[src/rtl/tbsm_pkg.sv]
// Shared types and constants for the touch baseline stage machine.
// Stage one-hot encoding, flag bit positions, register indexes, result layout.
// No dependencies.
package tbsm_pkg;

    // Stage numbers as they appear on the result channel
    localparam logic [3:0] CODE_STABLE   = 4'd0;
    localparam logic [3:0] CODE_RESET    = 4'd1;
    localparam logic [3:0] CODE_NOISY    = 4'd2;
    localparam logic [3:0] CODE_FORCED   = 4'd3;
    localparam logic [3:0] CODE_PRE      = 4'd4;
    localparam logic [3:0] CODE_TOUCH    = 4'd5;
    localparam logic [3:0] CODE_RELEASE  = 4'd6;
    localparam logic [3:0] CODE_POST     = 4'd7;
    localparam logic [3:0] CODE_POST_ALT = 4'd8;
    localparam logic [3:0] CODE_DEBOUNCE = 4'd9;

    // Internal stage register, one-hot
    typedef enum logic [9:0] {
        ST_STABLE   = 10'b00_0000_0001,
        ST_RESET    = 10'b00_0000_0010,
        ST_NOISY    = 10'b00_0000_0100,
        ST_FORCED   = 10'b00_0000_1000,
        ST_PRE      = 10'b00_0001_0000,
        ST_TOUCH    = 10'b00_0010_0000,
        ST_RELEASE  = 10'b00_0100_0000,
        ST_POST     = 10'b00_1000_0000,
        ST_POST_ALT = 10'b01_0000_0000,
        ST_DEBOUNCE = 10'b10_0000_0000
    } t_stage;

    // Bit positions inside property_flags
    localparam int FLAG_RESET    = 0;
    localparam int FLAG_NOISY    = 1;
    localparam int FLAG_UNSTABLE = 2;
    localparam int FLAG_DEBOUNCE = 3;
    localparam int FLAG_FORCED   = 4;
    localparam int FLAG_TOUCH    = 5;
    localparam int FLAG_WEAK     = 6;

    // Configuration register indexes
    localparam logic [1:0] REG_FRAME_INTERVAL = 2'd0;
    localparam logic [1:0] REG_PEAK_THRESHOLD = 2'd1;

    // Settle timeout in ms
    localparam logic [32:0] SETTLE_MS = 33'd408;

    // Result item, packed so that new_stage sits in the lowest bits
    typedef struct packed {
        logic       stage_changed;
        logic [7:0] frames_in_stage;
        logic [3:0] previous_stage;
        logic [3:0] new_stage;
    } t_result;

    function automatic logic [3:0] stage_code(t_stage s);
        logic [3:0] c;
        case (s)
            ST_STABLE:   c = CODE_STABLE;
            ST_RESET:    c = CODE_RESET;
            ST_NOISY:    c = CODE_NOISY;
            ST_FORCED:   c = CODE_FORCED;
            ST_PRE:      c = CODE_PRE;
            ST_TOUCH:    c = CODE_TOUCH;
            ST_RELEASE:  c = CODE_RELEASE;
            ST_POST:     c = CODE_POST;
            ST_POST_ALT: c = CODE_POST_ALT;
            ST_DEBOUNCE: c = CODE_DEBOUNCE;
            default:     c = CODE_STABLE;
        endcase
        return c;
    endfunction

endpackage

[src/rtl/touch_baseline_stage_machine.sv]
// Touch baseline stage machine: per-frame stage update with input and result registers.
// Depends on tbsm_pkg (stage encoding, flag positions, register indexes).
//
//  channel | direction | handshake             | payload
//  --------+-----------+-----------------------+--------------------------------------
//  s       | in        | i_s_tvalid/o_s_tready | i_s_tdata: one frame request (40 bits)
//  m       | out       | o_m_tvalid/i_m_tready | o_m_tdata: one stage result (24 bits)
//  cfg     | in        | i_cfg_we              | i_cfg_index, i_cfg_data
//
// Rate: one frame request per cycle sustained while i_m_tready stays high; a result is
// offered once its request has passed the input register, then the result register.
// The whole stage update runs in one pass between the two registers.
// Reset: i_rst_n is synchronous, active low; stage returns to stable, counters
// and the touch latch clear, interval reloads to 1 and threshold to 0.
// Stalls: a result waiting on i_m_tready holds the result register; the input
// register still takes one more request, and o_s_tready drops only when both are full.
module touch_baseline_stage_machine #(
    parameter int ELAPSED_WIDTH = 16
) (
    input  logic        i_clk,
    input  logic        i_rst_n,
    // slave side
    input  logic        i_s_tvalid,
    output logic        o_s_tready,
    // [6:0] property_flags, [22:7] peak_high, [38:23] peak_low, [39] one_finger
    input  logic [39:0] i_s_tdata,
    // master side
    output logic        o_m_tvalid,
    input  logic        i_m_tready,
    // [3:0] new_stage, [7:4] previous_stage, [15:8] frames_in_stage,
    // [16] stage_changed, [23:17] zero
    output logic [23:0] o_m_tdata,
    // configuration write port
    input  logic        i_cfg_we,
    input  logic [1:0]  i_cfg_index,
    input  logic [15:0] i_cfg_data
);
    import tbsm_pkg::*;

    // Saturation limit of the elapsed-time counter, held at 33 bits for compares
    localparam logic [32:0] ElapsedMax = (33'd1 << ELAPSED_WIDTH) - 33'd1;

    // Configuration
    logic [15:0] r_interval_cfg;
    logic [14:0] r_peak_thr;

    // Input register
    logic        r_in_valid;
    logic [6:0]  r_flags;
    logic [15:0] r_max_sig;
    logic [15:0] r_min_sig;
    logic        r_single;

    // Result register
    logic        r_out_valid;
    t_result     r_res;

    // Stage state
    t_stage                   r_stage,   n_stage;
    logic [ELAPSED_WIDTH-1:0] r_elapsed, n_elapsed;
    logic [7:0]               r_frames,  n_frames;
    logic                     r_latch,   n_latch;

    logic        advance;
    logic        changed;
    logic [32:0] interval_w;
    logic [32:0] sum_w;
    logic [ELAPSED_WIDTH-1:0] interval_sat;
    logic [ELAPSED_WIDTH-1:0] sum_sat;
    logic        timed_out;
    logic        touch;
    logic        quiet;
    logic signed [16:0] thr_s;
    logic signed [16:0] max_s;
    logic signed [16:0] min_s;

    // Move the input register into the result register when the result slot frees up
    assign advance    = r_in_valid && (!r_out_valid || i_m_tready);
    assign o_s_tready = !r_in_valid || advance;
    assign o_m_tvalid = r_out_valid;
    assign o_m_tdata  = {7'd0, r_res};

    // Interval of 0 counts as 1; clip it and the running sum to the elapsed width
    assign interval_w   = (r_interval_cfg == 16'd0) ? 33'd1 : {17'd0, r_interval_cfg};
    assign interval_sat = (interval_w > ElapsedMax) ? ElapsedMax[ELAPSED_WIDTH-1:0]
                                                    : interval_w[ELAPSED_WIDTH-1:0];
    assign sum_w        = {{(33-ELAPSED_WIDTH){1'b0}}, r_elapsed} + interval_w;
    assign sum_sat      = (sum_w > ElapsedMax) ? ElapsedMax[ELAPSED_WIDTH-1:0]
                                               : sum_w[ELAPSED_WIDTH-1:0];
    assign timed_out    = {{(33-ELAPSED_WIDTH){1'b0}}, sum_sat} >= SETTLE_MS;

    // Quiet post-touch frame: signal inside (-thr, thr)
    assign thr_s = $signed({2'b00, r_peak_thr});
    assign max_s = $signed({r_max_sig[15], r_max_sig});
    assign min_s = $signed({r_min_sig[15], r_min_sig});
    assign quiet = (max_s < thr_s) && (min_s > -thr_s);

    assign touch = r_flags[FLAG_TOUCH];

    always_comb begin
        n_stage   = r_stage;
        n_elapsed = r_elapsed;
        n_latch   = r_latch;
        // Override flags in priority order; elapsed time holds under an override unless the stage changes
        if (r_flags[FLAG_RESET]) begin
            n_stage = ST_RESET;
        end else if (r_flags[FLAG_NOISY]) begin
            n_stage = ST_NOISY;
        end else if (r_flags[FLAG_UNSTABLE]) begin
            n_stage = ST_FORCED;
        end else if (r_flags[FLAG_DEBOUNCE]) begin
            n_stage = ST_DEBOUNCE;
        end else if (r_flags[FLAG_FORCED]) begin
            n_stage = ST_FORCED;
        end else begin
            n_elapsed = sum_sat;
            case (r_stage)
                ST_STABLE: begin
                    if (touch) begin
                        n_stage = ST_TOUCH;
                    end else if (r_flags[FLAG_WEAK]) begin
                        n_stage = ST_PRE;
                    end
                end
                ST_RESET, ST_NOISY, ST_FORCED: begin
                    n_stage = ST_STABLE;
                end
                // post-alt is never entered but settles like pre
                ST_PRE, ST_POST_ALT, ST_DEBOUNCE: begin
                    if (touch) begin
                        n_stage = ST_TOUCH;
                    end else if (timed_out) begin
                        n_stage = ST_STABLE;
                    end
                end
                ST_TOUCH: begin
                    // decide release with the old latch, then reload it
                    if (!touch) begin
                        n_stage = r_latch ? ST_PRE : ST_RELEASE;
                    end
                    n_latch = r_single;
                end
                ST_RELEASE: begin
                    if (touch) begin
                        n_stage = ST_TOUCH;
                    end else if (timed_out) begin
                        n_stage = ST_POST;
                    end
                end
                ST_POST: begin
                    if (touch) begin
                        n_stage = ST_TOUCH;
                    end else if (timed_out || quiet) begin
                        n_stage = ST_STABLE;
                    end
                end
                default: begin
                    n_stage = ST_STABLE;
                end
            endcase
        end

        changed = (n_stage != r_stage);
        if (changed) begin
            n_frames  = 8'd1;
            n_elapsed = interval_sat;
        end else if (r_frames != 8'hFF) begin
            n_frames = r_frames + 8'd1;
        end else begin
            n_frames = r_frames;
        end
    end

    // Configuration registers; indexes beyond the list drop the write
    always_ff @(posedge i_clk) begin
        if (!i_rst_n) begin
            r_interval_cfg <= 16'd1;
            r_peak_thr     <= 15'd0;
        end else if (i_cfg_we) begin
            if (i_cfg_index == REG_FRAME_INTERVAL) begin
                r_interval_cfg <= i_cfg_data;
            end else if (i_cfg_index == REG_PEAK_THRESHOLD) begin
                r_peak_thr <= i_cfg_data[14:0];
            end
        end
    end

    // Valid flags and stage state
    always_ff @(posedge i_clk) begin
        if (!i_rst_n) begin
            r_in_valid  <= 1'b0;
            r_out_valid <= 1'b0;
            r_stage     <= ST_STABLE;
            r_elapsed   <= '0;
            r_frames    <= 8'd0;
            r_latch     <= 1'b0;
        end else begin
            if (o_s_tready) begin
                r_in_valid <= i_s_tvalid;
            end
            if (advance) begin
                r_out_valid <= 1'b1;
                r_stage     <= n_stage;
                r_elapsed   <= n_elapsed;
                r_frames    <= n_frames;
                r_latch     <= n_latch;
            end else if (i_m_tready) begin
                r_out_valid <= 1'b0;
            end
        end
    end

    // Payload registers
    always_ff @(posedge i_clk) begin
        if (o_s_tready && i_s_tvalid) begin
            r_flags   <= i_s_tdata[6:0];
            r_max_sig <= i_s_tdata[22:7];
            r_min_sig <= i_s_tdata[38:23];
            r_single  <= i_s_tdata[39];
        end
        if (advance) begin
            r_res.new_stage       <= stage_code(n_stage);
            r_res.previous_stage  <= stage_code(r_stage);
            r_res.frames_in_stage <= n_frames;
            r_res.stage_changed   <= changed;
        end
    end

    // Stage register keeps exactly one bit set
    a_stage_onehot: assert property (@(posedge i_clk) disable iff (!i_rst_n)
        $onehot(r_stage))
        else $error("stage register lost its one-hot encoding");

    // The stored stage matches the last result produced
    a_stage_matches_result: assert property (@(posedge i_clk) disable iff (!i_rst_n)
        advance |=> (stage_code(r_stage) == r_res.new_stage))
        else $error("stage state and result new_stage disagree");

    // A stage change always restarts the frame count
    a_change_reloads_frames: assert property (@(posedge i_clk) disable iff (!i_rst_n)
        (r_out_valid && r_res.stage_changed) |-> (r_res.frames_in_stage == 8'd1))
        else $error("stage change without frame count reload");

    // Frame count never reads zero on a delivered result
    a_frames_nonzero: assert property (@(posedge i_clk) disable iff (!i_rst_n)
        r_out_valid |-> (r_res.frames_in_stage != 8'd0))
        else $error("result with zero frames in stage");

    // Back-pressure only when both registers hold a request
    a_ready_only_when_full: assert property (@(posedge i_clk) disable iff (!i_rst_n)
        !o_s_tready |-> (r_in_valid && r_out_valid && !i_m_tready))
        else $error("input stalled while a register is free");

endmodule
[config.mk]
export PLATFORM = sky130hd
export DESIGN_NAME = touch_baseline_stage_machine
export DESIGN_NICKNAME = d
export VERILOG_FILES = /design/src/rtl/tbsm_pkg.sv /design/src/rtl/touch_baseline_stage_machine.sv
export SDC_FILE = /design/constraint.sdc
export NUM_CORES = 1
export LEC_CHECK = 0
export ABC_CLOCK_PERIOD_IN_PS = 8900
export BUFFER_PORTS_ARGS = -buffer_cell sky130_fd_sc_hd__clkbuf_2
export CAP_MARGIN = 20
export CORE_MARGIN = 5
export CORE_UTILIZATION = 50
export DETAILED_ROUTE_END_ITERATION = 8
export GPL_ROUTABILITY_DRIVEN = 0
export GPL_TIMING_DRIVEN = 1
export PLACE_DENSITY = 0.8
export SLEW_MARGIN = 40
export SYNTH_ARGS = -nofsm -noshare
export SYNTH_HDL_FRONTEND = slang
export SYNTH_SLANG_ARGS = --single-unit
export TNS_END_PERCENT = 50
[constraint.sdc]
create_clock -name i_clk -period 8.9 [get_ports i_clk]
set_input_delay 0.445 -clock i_clk [delete_from_list [all_inputs] [get_ports i_clk]]
set_output_delay 0.445 -clock i_clk [all_outputs]
set_load 0.01 [all_outputs]
# After elaboration in Yosys (flattened, before gate mapping)
# Index checks and enable logic that the tools add are counted.
dict set report totals {
  register_bits 125
  elab_cells 104
}
dict set report classes {
  add_sub_neg 3
  magnitude_cmp 5
  mux 31
  n_bitwise 6
  n_reduce_logical 16
  eq_ne 27
}
# op count
set ops {}
lappend ops {{two-way mux 16 bit} 9}
lappend ops {{two-way mux 10 bit} 14}
lappend ops {{case mux 4 bit (9 select lines)} 2}
lappend ops {{case mux 10 bit (5 select lines)} 1}
lappend ops {{equality test 10 bit, second input constant} 2}
lappend ops {{equality test 10 x 2 -> 1 bit, second input constant} 2}
lappend ops {{equality test 10 x 3 -> 1 bit, second input constant} 2}
lappend ops {{equality test 10 x 4 -> 1 bit, second input constant} 2}
lappend ops {{equality test 10 x 5 -> 1 bit, second input constant} 2}
lappend ops {{equality test 10 x 6 -> 1 bit, second input constant} 2}
lappend ops {{equality test 10 x 7 -> 1 bit, second input constant} 2}
lappend ops {{equality test 10 x 8 -> 1 bit, second input constant} 2}
lappend ops {{equality test 10 x 9 -> 1 bit, second input constant} 2}
lappend ops {{adder 16 x 16 -> 17 bit} 1}
lappend ops {{greater-than comparator 16 x 17 -> 1 bit} 1}
lappend ops {{greater-than comparator 17 x 16 -> 1 bit, second input constant} 1}
lappend ops {{negation 15 -> 17 bit} 1}
lappend ops {{>= comparator 16 x 9 -> 1 bit, second input constant} 1}
lappend ops {{greater-than comparator 16 bit, second input constant} 1}
lappend ops {{zero test 16 bit} 1}
lappend ops {{less-than comparator 16 bit} 1}
lappend ops {{two-way mux 8 bit} 2}
lappend ops {{equality test 10 x 1 -> 1 bit, second input constant} 1}
lappend ops {{inequality test 10 bit} 1}
lappend ops {{17 further kinds} 32}

# Depth between registers and ports, before layout
# Gate-level depths: netlist of run 1.
dict set report logic_depth {
  word_depth 18
  depth_mapped 21
}

# Least setup slack after synthesis of run 1
# No wires, ideal clock.
dict set report synth_timing {
  path_type {register to register}
  startpoint {register r_peak_thr[3]}
  endpoint {register r_frames[0]}
  t_arrival_ns 3.712
  path_slack_ns 5.062
  synth_period_minus_slack_ns 3.838
  stages_incl_launch_ff 21
  path_cell_list {dfxtp_1 inv_1 nand4_1 nor2_1 nand2_1 or4_1 nor2_1 xnor2_1 ha_1 a21o_1 a2111oi_0 a221oi_1 o311ai_0 o211ai_1 and2_1 a211oi_2 o21a_2 inv_2 buf_6 o41ai_2 a21oi_1}
}
dict set report synth_between {
  elab_chain_cells 14
  word_cells_on_any_way 15
}
# element line
set synth_lines {}
lappend synth_lines {{start, declared} touch_baseline_stage_machine.sv:45} ;# logic [14:0] r_peak_thr;
lappend synth_lines {{start signal, assigned} touch_baseline_stage_machine.sv:183} ;# r_peak_thr <= i_cfg_data[14:0];
lappend synth_lines {{negation 15 -> 17 bit} touch_baseline_stage_machine.sv:96} ;# assign quiet = (max_s < thr_s) && (min_s > -thr_s);
lappend synth_lines {{greater-than comparator 16 x 17 -> 1 bit} touch_baseline_stage_machine.sv:96}
lappend synth_lines {{logical AND 1 bit (*)} touch_baseline_stage_machine.sv:96}
lappend synth_lines {{logical OR 1 bit (*)} touch_baseline_stage_machine.sv:153} ;# end else if (timed_out || quiet) begin
lappend synth_lines {{two-way mux 10 bit (*)} touch_baseline_stage_machine.sv:153}
lappend synth_lines {{two-way mux 10 bit (*)} touch_baseline_stage_machine.sv:151} ;# if (touch) begin
lappend synth_lines {{case mux 10 bit (5 select lines) (*)} touch_baseline_stage_machine.sv:117} ;# case (r_stage)
lappend synth_lines {{two-way mux 10 bit (*)} touch_baseline_stage_machine.sv:113} ;# end else if (r_flags[FLAG_FORCED]) begin
lappend synth_lines {{two-way mux 10 bit (*)} touch_baseline_stage_machine.sv:111} ;# end else if (r_flags[FLAG_DEBOUNCE]) begin
lappend synth_lines {{two-way mux 10 bit (*)} touch_baseline_stage_machine.sv:109} ;# end else if (r_flags[FLAG_UNSTABLE]) begin
lappend synth_lines {{two-way mux 10 bit (*)} touch_baseline_stage_machine.sv:107} ;# end else if (r_flags[FLAG_NOISY]) begin
lappend synth_lines {{two-way mux 10 bit (*)} touch_baseline_stage_machine.sv:105} ;# if (r_flags[FLAG_RESET]) begin
lappend synth_lines {{inequality test 10 bit (*)} touch_baseline_stage_machine.sv:163} ;# changed = (n_stage != r_stage);
lappend synth_lines {{two-way mux 8 bit (*)} touch_baseline_stage_machine.sv:164} ;# if (changed) begin
lappend synth_lines {{end signal, assigned} touch_baseline_stage_machine.sv:205} ;# r_frames <= n_frames;
lappend synth_lines {{end, declared} touch_baseline_stage_machine.sv:61} ;# logic [7:0] r_frames, n_frames;
# Every way passes the cells marked *; elsewhere a longest branch is shown, timed or not.
# A chain may end at the register's enable or synchronous reset.

# Worst setup path in the final report of run 1
dict set report layout_timing {
  startpoint {register r_peak_thr[3]}
  endpoint {register r_frames[3]}
}
# The elaborated chain is that of the path after synthesis.

==> summary.md, run 1 <==
| Metric | Value |
|---|---|
| Sequential fraction of the synthesis area | 41.15% |
| Worst R2R Setup Slack | 4.14 ns |
| Routed WL | roughly 18,000 um |
| Critical-path cell list | inv_1 > nand4_1 > nor2_1 > nand2_1 > or4_1 > nor3_1 > xnor2_1 > ha_1 > nand4_1 > nor4_1 > a221oi_1 > o311ai_0 > o211ai_1 > and2_1 > a211oi_2 > o21a_2 > inv_2 > or3_1 > o221ai_1 |
| Fin nets | 1,009 |
| Final WS setup | 4.136 ns |
| Die area | 17,480 um2 |
| Global-route wire length before repair | 29,110 um |
| Initial Utilization | 51.19% |
| Main synth FF type | dfxtp_1 |
| CTS clk-pin slew, worst paths | 0.06 ns |
| Met2 routed WL | between 8000 and 9000 um |
| Final setup violation count | 0 |
| HPWL after detailed placement | approximately 13,000 um |
| Met3 routed WL | around 1400 um |
| Worst Setup Path Type | flop to flop |
| Fraction of registers with async set/reset | 0% |
| ANT cells | 0 |
| Crit-path most repeated cell | nand4_1 |
| Worst slew pin tran | ~0.76 ns |
| CP Data Required Time | around 9.2 ns |
| Maximum VDD drop | 0.0002525 V |
| Clock Latency Late Sink | 0.42 ns |
| Synth Area per Inst | 8.786 um2 |
| Hold endpoint | r_max_sig[5]$_DFFE_PP_ |
| Post-synthesis adder-cell area fraction | 8.477% |
| Synth Instances | 850 |
| Number of H-tree levels | 4 |
| Hold Buf Count CTS | 0 |
| Yosys top cell area share | 22.92% |
| Largest net degree at the start of global routing | 46 |
| Critical Path Slowest Stage Cell | or4_1 |
| FF-to-FF End | r_frames[3]$_SDFFE_PN0P_ |
| Rel. slew slack | about 50% |
| Clock tree sinks | roughly 130 |
| Row count | 44 |
| Root Buffer | clkbuf_16 |
| TritonRoute pass-1 iters | 6 |
| Remaining Overflow, GRT | 0 |
| Total leakage power | roughly 3.3 nW |
| Worst-path maximum fanout | 23 |
| Antenna violations before repair | 0 |
| Mux cell area share after synthesis | 0.9382% |
| Synth unique cells | 76 |
| Crit path capture type | flop |
| # IOs | between 80 and 90 |
| Via/cell ratio | 5.842 |
| R2R depth | 19 |
| IO Port Bufs | 81 |
| Synth Cell Area | around 7500 um2 |
| Final Max Tran Viols | 0 |
| Die extent in x | 132.2 um |
| CTS tree | yes |
| Top cells by area, synth | edfxtp_1 (23%), dfxtp_1 (18%), ha_1 (8.2%), nand2_1 (6.4%), a21oi_1 (5.3%) |
| Post-synthesis compound-gate area fraction | a little under a fifth |
| Hold_sp | i_s_tdata[12] |
| Initial DRC count | 482 |
| Final worst-path cycle share | 53.52% |
| CP arrival | 5.10 ns |
| YS warnings | 0 |
| Overall routing resource usage | between 20% and 30% |
| Buf+Inv Stages, Crit Path | 2 |
| Ratio of cells with drive above 1 in the final layout | 15.20% |
| XOR/XNOR Fraction of Synth Area | between 3 and 4% |
| Area delta synth->final | 13.34% |
| Achievable frequency | 0.2099 GHz |
| Fin Setup TNS | 0 ns |
| Worst min-delay path category | primary input to flop |
| Post-CTS Resized | 0 |
| Clock Path Buffers | 2 |
| Simple-Gate Fraction of Synth Area | 20.09% |
| Core ar. | 14,590 um2 |
| PwrDens | roughly 180 nW/um2 |
| Period minus WS final | 4.764 ns |
| Routed metal-1 wirelength | 7519 um |
| Final hold viol count | 0 |
| Residual DRC count | 0 |
| Critical path's top delay family | simple AND/OR/NAND/NOR gates |
| Largest family of logic cells by synthesized area | simple AND/OR/NAND/NOR gates |
| Nature of the critical path startpoint | flop |
| Post-route ant nets | 0 |
| Register bit count reported by yosys | 125 |
| Yosys top cell by area | edfxtp_1 |
| Commonest non-fill, non-tap cell in the layout | nand2_1 |
| Outcome | complete, no violations |
| Most frequent cells in the layout | nand2_1 (128), clkbuf_2 (81), a21oi_1 (79) |
| Postcts setup bufs | 0 |
| Vias in the first global route | 6,014 |
| Worst hold stages | 1 |
| Die Y-Extent | approximately 130 um |
| Vias | around 6,400 |
| Worst r2r src | r_peak_thr[3]$_SDFFE_PN0P_ |
| Num CTS Buffers | 17 |
| Max Clock Skew | approximately 0.0067 ns |
| CP max stage delay | roughly 0.50 ns |
| Max-cap check violation count | 0 |
| Post-synth EDFFs | 57 |
| Top Layer Used | met4 |
| Worst slack, placed | around 4.2 ns |
| WL per Instance | 16.19 um |
| RSZ-0062 raised after global routing | no |
-- worst max path at each step --
stage	startpoint	end	slack, ns	cells past startpoint
after floorplan	r_peak_thr[3]$_SDFFE_PN0P_	r_frames[0]$_SDFFE_PN0P_	5.06	20
after global placement	r_peak_thr[3]$_SDFFE_PN0P_	r_elapsed[1]$_SDFFE_PN0P_	4.26	17
after detailed placement	r_peak_thr[3]$_SDFFE_PN0P_	r_frames[3]$_SDFFE_PN0P_	4.21	19
after CTS	r_peak_thr[3]$_SDFFE_PN0P_	r_frames[3]$_SDFFE_PN0P_	4.16	19
after global routing	r_peak_thr[3]$_SDFFE_PN0P_	r_frames[3]$_SDFFE_PN0P_	3.69	19
final	r_peak_thr[3]$_SDFFE_PN0P_	r_frames[3]$_SDFFE_PN0P_	4.14	19
-- area by class of cell --
| cell class | count | area (um2) |
|---|---|---|
| Multi-Input combinational cell | 616 | 3945 |
| Fill cell | 1228 | 6125 |
| Inverter | 52 | 195.2 |
| Sequential cell | 125 | 3073 |
| Clock buffer | 18 | 429.2 |
| Clock inverter | 13 | 163.9 |
| Timing Repair Buffer | 84 | 427.9 |
| Tap cell | 184 | 230.2 |
-- worst register-to-register path, cell delays in order (launching register included) --
cell,delay (ns)
dfxtp_1,0.31
inv_1,0.15
nand4_1,0.13
nor2_1,0.16
nand2_1,0.12
or4_1,0.50
nor3_1,0.21
xnor2_1,0.10
ha_1,0.32
nand4_1,0.18
nor4_1,0.45
a221oi_1,0.16
o311ai_0,0.18
o211ai_1,0.18
and2_1,0.24
a211oi_2,0.22
o21a_2,0.35
inv_2,0.25
or3_1,0.41
o221ai_1,0.07
-- routing by layer --
| layer | global-route usage (%) | vias up |
|---|---|---|
| li1 | - | 3158 |
| met1 | 26.33 | 2918 |
| met2 | 32.76 | 253 |
| met3 | 5.153 | 50 |
| met4 | 6.505 | 0 |
| met5 | 0 | - |
-- stage by stage --
step / cells / hold WS (ns) / util, % / total power, mW / area (um2)
after floorplan: 856 / 0.4363 / - / 0.8145 / 7491
after global placement: 1061 / 0.4499 / 53.83 / 0.8661 / 7853
after detailed placement: 1061 / 0.4516 / 53.93 / 0.8717 / 7868
after CTS: 1092 / 0.1784 / 57.99 / 1.568 / 8461
after global routing: 1092 / 0.1739 / 58.02 / 1.626 / 8464
final: 1092 / 0.1957 / 58.02 / 1.561 / 8464
-- sequential cells by signal (all words and copies together), names as in the netlist --
name / flops
r_max_sig: 16
o_m_tdata: 17
r_elapsed: 16
r_stage: 10
r_flags: 7
r_single: 1
r_frames: 8
r_interval_cfg: 16
r_in_valid: 1
r_peak_thr: 15
r_latch: 1
r_min_sig: 16
o_m_tvalid: 1
-- synthesized netlist by cell type, types with 5 or more instances --
master	count
nor2_1	53
buf_4	7
a211oi_1	10
o21ai_0	33
nand3_1	20
o221ai_1	5
clkbuf_1	48
nor3b_1	5
nand2_1	128
buf_6	5
nand4_1	11
xnor2_1	21
mux2i_1	7
and3_1	8
o21a_1	5
nor4_1	8
nand2b_1	8
inv_1	50
ha_1	49
a21o_1	7
edfxtp_1	57
dfxtp_1	68
xor2_1	9
nor3_1	27
o31ai_1	6
a21oi_1	79
and2_1	10
nor2b_1	7
o211ai_1	6
a221oi_1	13
-- report_power, final --
group | switching, mW | total (mW) | internal [mW]
Clock | 0.257 | 0.696 | 0.440
Sequential | 0.0198 | 0.648 | 0.628
Combinational | 0.127 | 0.217 | 0.0896
-- kinds of logic (layout without fill, tap and decap cells) --
family	after synthesis	after routing
compound gates	210	210
xor+xnor	30	30
fa+ha+maj	50	50
buf+inv	115	167
flops	125	125
mux	7	7
other cells	1	7
simple gates	312	312
(Power assumes the default switching activity.)
==> run 2: changes to the inputs <==
ABC_CLOCK_PERIOD_IN_PS = 4550   (was 8900)
clock period = 4.55 ns   (was 8.9 ns; I/O delays follow)
==> run 2 against run 1 <==
  * Power grew 96%
  * Critical path depth stayed put
  * Utilization is 3.8 points higher
  * Worst hold slack got worse by 0.17 ns
  * Cell count grew 5.3%
  * Routed wire length up 4.9%
  * Critical endpoint is now r_elapsed[0]$_SDFFE_PN0P_
==> summary.md, run 2 (same netlist as run 1, synthesis figures left out) <==
| Metric | Value |
|---|---|
| Fin nets | 1,066 |
| Max Clock Skew | 0.01064 ns |
| Area delta synth->final | 20.72% |
| Most frequent cells in the layout | nand2_1 (128), clkbuf_2 (81), a21oi_1 (79) |
| Max-cap check violation count | 0 |
| # IOs | 89 |
| Area occupied by multi-input gates | 3989 um2 |
| Clock Latency Late Sink | ~0.43 ns |
| Worst min-delay path category | primary input to flop |
| FF-to-FF End | r_elapsed[0]$_SDFFE_PN0P_ |
| Routed WL | between 15,000 and 20,000 um |
| R2R depth | 19 |
| Ratio of cells with drive above 1 in the final layout | 16.56% |
| Worst r2r src | r_peak_thr[3]$_SDFFE_PN0P_ |
| Register area | around 3100 um2 |
| Core ar. | 14,590 um2 |
| IO Port Bufs | 81 |
| Vias in the first global route | 6,455 |
| Final hold viol count | 0 |
| Row count | 44 |
| Final setup violation count | 0 |
| Period minus WS final | 4.247 ns |
| Clock tree sinks | between 100 and 150 |
| Total power after layout | 3.067 mW |
| Final worst-path cycle share | about 93% |
| Clock Path Buffers | 2 |
| Num CTS Buffers | 17 |
| Die Y-Extent | 132.2 um |
| Worst R2R Setup Slack | ~0.30 ns |
| Nature of the critical path startpoint | flop |
| Crit path capture type | flop |
| Initial DRC count | between 400 and 500 |
| ANT cells | 0 |
| CP Data Required Time | 4.86 ns |
| Worst Setup Path Type | flop to flop |
| Hold_sp | i_s_tvalid |
| Antenna violations before repair | 0 |
| Max reg flops | 17 |
| Initial Utilization | 51.19% |
| CTS clk-pin slew, worst paths | about 0.060 ns |
| Achievable frequency | ~0.24 GHz |
| Commonest non-fill, non-tap cell in the layout | nand2_1 |
| TritonRoute pass-1 iters | 5 |
| Rel. slew slack | 55.96% |
| CTS tree | yes |
| Worst-path maximum fanout | 12 |
| Largest net degree at the start of global routing | 46 |
| Final Max Tran Viols | 0 |
| Overall routing resource usage | 21.11% |
| Filler cells | 1,152 |
| Fin Setup TNS | 0 ns |
| RSZ-0062 raised after global routing | no |
| Maximum VDD drop | 0.0003688 V |
| HPWL after detailed placement | approximately 13,000 um |
| Die area | between 15,000 and 20,000 um2 |
| Global-route wire length before repair | about 31,000 um |
| Die extent in x | 132.2 um |
| WL per Instance | between 15 and 20 um |
| Residual DRC count | 0 |
| PwrDens | ~340 nW/um2 |
| Root Buffer | clkbuf_16 |
| CP arrival | 4.56 ns |
| Worst slew pin tran | approximately 0.66 ns |
| Hold endpoint | r_in_valid$_SDFFE_PN0N_ |
| Via/cell ratio | 5.697 |
| Number of H-tree levels | 4 |
| Post-route ant nets | 0 |
| Total leakage power | between 3 and 4 nW |
| Worst hold stages | 3 |
| Remaining Overflow, GRT | 0 |
| Vias | between 6,000 and 7,000 |
| Outcome | complete, no violations |
[run 2: worst max path at each step]
stage               cells past startpoint                       start                         end  slack [ns]
finish                                 19  r_peak_thr[3]$_SDFFE_PN0P_   r_elapsed[0]$_SDFFE_PN0P_        0.30
global route                           20  r_peak_thr[3]$_SDFFE_PN0P_  r_elapsed[14]$_SDFFE_PN0P_       0.008
floorplan                              20  r_peak_thr[3]$_SDFFE_PN0P_    r_frames[0]$_SDFFE_PN0P_        0.71
detailed placement                     21  r_peak_thr[3]$_SDFFE_PN0P_    r_frames[0]$_SDFFE_PN0P_        0.11
global placement                       21  r_peak_thr[3]$_SDFFE_PN0P_    r_frames[0]$_SDFFE_PN0P_        0.25
CTS                                    21  r_peak_thr[3]$_SDFFE_PN0P_    r_frames[0]$_SDFFE_PN0P_        0.11
[run 2: through the flow]
step | std cells | utilization, % | setup slack [ns] | instance area [um2] | hold slack (ns)
floorplan | 856 | - | 0.7117 | 7491 | 0.3264
global placement | 1077 | 54.65 | 0.2489 | 7973 | 0.4049
global route | 1150 | 61.80 | 0.008185 | 9016 | 0.03162
CTS | 1149 | 61.36 | 0.1145 | 8952 | 0.02111
finish | 1150 | 61.80 | 0.3032 | 9016 | 0.03019
detailed placement | 1077 | 54.69 | 0.1120 | 7979 | 0.4061
[run 2: area by class of cell]
class	count	area share [%]
Clock buffer	18	4.760
Multi-Input combinational cell	616	44.24
Tap cell	184	2.553
Sequential cell	125	34.08
Inverter	52	2.165
Clock inverter	14	1.596
Timing Repair Buffer	141	10.60
[run 2: power by group]
group / switching (mW) / internal, mW
logic: 0.272 / 0.217
clock network: 0.509 / 0.804
registers: 0.0357 / 1.23
[run 2: routing by layer]
layer | GRT usage [%] | routed length, um | up-vias | share of wire [%]
met5 | 0 | 0 | - | 0
met4 | 6.957 | 386 | 0 | 2.1
met3 | 5.458 | 1308 | 34 | 7.1
met2 | 35.57 | 9153 | 223 | 49
met1 | 26.44 | 7703 | 3034 | 42
li1 | - | - | 3260 | -
[run 2: critical path: stages (launching register included)]
cell and delay (ns):
dfxtp_1 0.31, inv_1 0.14, nand4_1 0.13, nor2_1 0.14
nand2_1 0.12, or4_4 0.47, nor3_1 0.20, xnor2_1 0.15
ha_1 0.27, nand4_1 0.17, nor4_2 0.08, a221oi_2 0.27
or3b_2 0.49, nor2_1 0.13, nor3b_1 0.08, o21a_2 0.26
inv_2 0.07, buf_4 0.18, nor2_1 0.08, a222oi_1 0.37
[run 2: timing repair]
action                     in CTS  in global routing
setup endpoints to repair       0                 37
buffers inserted                0                  1
resized for setup               0                 12
hold buffers                   40                  0
hold endpoints to repair       40                  0
==> run 3: changes to the inputs <==
CELL_PAD_IN_SITES_DETAIL_PLACEMENT = 1   (was not set)
CELL_PAD_IN_SITES_GLOBAL_PLACEMENT = 1   (was not set)
CORE_UTILIZATION = 45   (was 50)
PLACE_DENSITY = 0.91   (was 0.8)
==> run 3 against run 2 <==
  * Setup slack worse by 0.30 ns
  * Clock power up 4%
  * Critical path depth unchanged
  * Largest cell class unchanged
  * Global-route usage up 4.2 points
  * Maximum frequency down 6.5%
  * Highest routed layer unchanged
  * Clock skew up 0.00097 ns
  * Combinational power up 12%
  * Routed wire length up 38%
  * First-iteration DRC count up 15%
  * Critical path type unchanged
==> summary.md, run 3 (same netlist as run 1, synthesis figures left out) <==
| Metric | Value |
|---|---|
| Ratio of cells with drive above 1 in the final layout | 17.92% |
| Placed Cells | between 1,000 and 1,500 |
| Fin nets | 1,071 |
| Vias | around 7,200 |
| Row count | 47 |
| Num CTS Buffers | 17 |
| WL per Instance | 21.48 um |
| Final WS setup | 0.005879 ns |
| Number of H-tree levels | 4 |
| Global-route wire length before repair | slightly below 40,000 um |
| Outcome | complete, no violations |
| CP Data Required Time | between 4 and 5 ns |
| Final Max Tran Viols | 0 |
| Crit path capture type | flop |
| CTS clk-pin slew, worst paths | 0.06 ns |
| Register area | slightly above 3000 um2 |
| Final setup violation count | 0 |
| Achievable frequency | approximately 0.22 GHz |
| Most frequent cells in the layout | nand2_1 (128), clkbuf_2 (81), a21oi_1 (76) |
| HPWL after detailed placement | around 16,000 um |
| # IOs | 89 |
| Root Buffer | clkbuf_16 |
| Nature of the critical path startpoint | flop |
| Max reg flops | 17 |
| Max-cap check violation count | 0 |
| Via/cell ratio | 6.077 |
| Rel. slew slack | 49.21% |
| Worst min-delay path category | primary input to flop |
| Post-Route Utilization | 55.91% |
| CTS tree | yes |
| Worst-path maximum fanout | 13 |
| Worst slew pin tran | 0.7610 ns |
| Die extent in x | approximately 140 um |
| PwrDens | between 300 and 400 nW/um2 |
| CP arrival | 4.82 ns |
| Period minus WS final | 4.544 ns |
| Maximum VDD drop | 0.0002892 V |
| Clock tree sinks | ~130 |
| Area occupied by multi-input gates | 4043 um2 |
| Largest net degree at the start of global routing | 45 |
| Vias in the first global route | about 7,700 |
| R2R depth | 19 |
| Routed WL | 25,610 um |
| Final hold viol count | 0 |
| Final worst-path cycle share | between 90 and 100% |
| Worst hold stages | 3 |
| Initial DRC count | 566 |
| Post-route ant nets | 0 |
| Antenna violations before repair | 1 |
| Commonest non-fill, non-tap cell in the layout | nand2_1 |
| Final cell count without fillers | between 1,000 and 1,500 |
| Total leakage power | 3.565 nW |
| Clock Latency Late Sink | ~0.43 ns |
| Total power after layout | 3.179 mW |
| Filler cells | 1,871 |
| Residual DRC count | 0 |
| Die area | 19,270 um2 |
| Initial Utilization | 45.52% |
| Overall routing resource usage | 25.31% |
| Core ar. | 16,410 um2 |
| Area delta synth->final | 22.83% |
| TritonRoute pass-1 iters | 5 |
| Worst Setup Path Type | flop to flop |
| Clock Path Buffers | 2 |
| Die Y-Extent | 138.8 um |
| IO Port Bufs | 81 |
| Worst slack, placed | 0.02755 ns |
| Remaining Overflow, GRT | 0 |
| Worst R2R Setup Slack | 0.006 ns |
| Fin Setup TNS | 0 ns |
| Max Clock Skew | 0.01161 ns |
[run 3: cell types whose count changed in the layout (fill, tap and decap cells not counted), sizes merged]
| cell | before | now |
|---|---|---|
| diode | 0 | 1 |
| clkinv | 5 | 7 |
| clkinvlp | 5 | 3 |
| buf | 20 | 25 |
[run 3: critical path: stages, from the launching register on]
cell      delay, ns
dfxtp_1        0.32
inv_1          0.16
nand4_1        0.15
nor2_1         0.15
nand2_1        0.11
or4_4          0.47
nor2_1         0.18
xnor2_1        0.17
ha_1           0.29
a21o_1         0.23
a21oi_1        0.20
nand3_1        0.17
o311ai_2       0.34
o211ai_1       0.15
and2_1         0.23
a211oi_2       0.21
o21a_2         0.26
inv_4          0.12
a211oi_1       0.38
a221oi_1       0.12
[run 3: stage by stage]
stage,cell area (um2),hold slack [ns]
2_1_floorplan,7491,0.3264
3_3_place_gp,8068,0.4047
3_5_place_dp,8074,0.4063
4_1_cts,9062,0.02302
5_1_grt,9174,0.03460
6_report,9174,0.03243
[run 3: layout make-up]
class | instances | area share, %
Antenna cell | 1 | 0.02728
Clock buffer | 18 | 4.678
Clock inverter | 14 | 1.568
Inverter | 52 | 2.155
Multi-Input combinational cell | 616 | 44.07
Sequential cell | 125 | 33.50
Tap cell | 220 | 3.001
Timing Repair Buffer | 146 | 11.01
[run 3: report_power, final]
group          total [mW]  leakage, nW  internal [mW]  switching (mW)
combinational       0.549         2.19          0.226           0.323
clock                1.36        0.272          0.806           0.555
sequential           1.27         1.10           1.23          0.0410
[run 3: path summary, 6_finish.rpt]
| path | from | to |
|---|---|---|
| hold / removal | i_s_tvalid | r_in_valid$_SDFFE_PN0N_ |
| setup reg to reg | r_peak_thr[3]$_SDFFE_PN0P_ | r_elapsed[14]$_SDFFE_PN0P_ |
| hold reg to reg | r_peak_thr[3]$_SDFFE_PN0P_ | r_peak_thr[3]$_SDFFE_PN0P_ |
| setup / recovery | r_peak_thr[3]$_SDFFE_PN0P_ | r_elapsed[14]$_SDFFE_PN0P_ |
[run 3: metal layers]
layer / share of wire [%] / GRT usage [%]
met1: 38 / 28.79
met2: 51 / 44.87
met3: 6.4 / 6.138
met4: 3.9 / 11.43
met5: 0 / 0
[run 3: timing repair]
| action | 4_1_cts | 5_1_grt |
|---|---|---|
| resized for setup | 4 | 21 |
| buffers inserted | 0 | 1 |
| setup endpoints to repair | 14 | 35 |
| hold endpoints to repair | 40 | 0 |
| pin swaps | 0 | 4 |
| hold buffers | 40 | 0 |
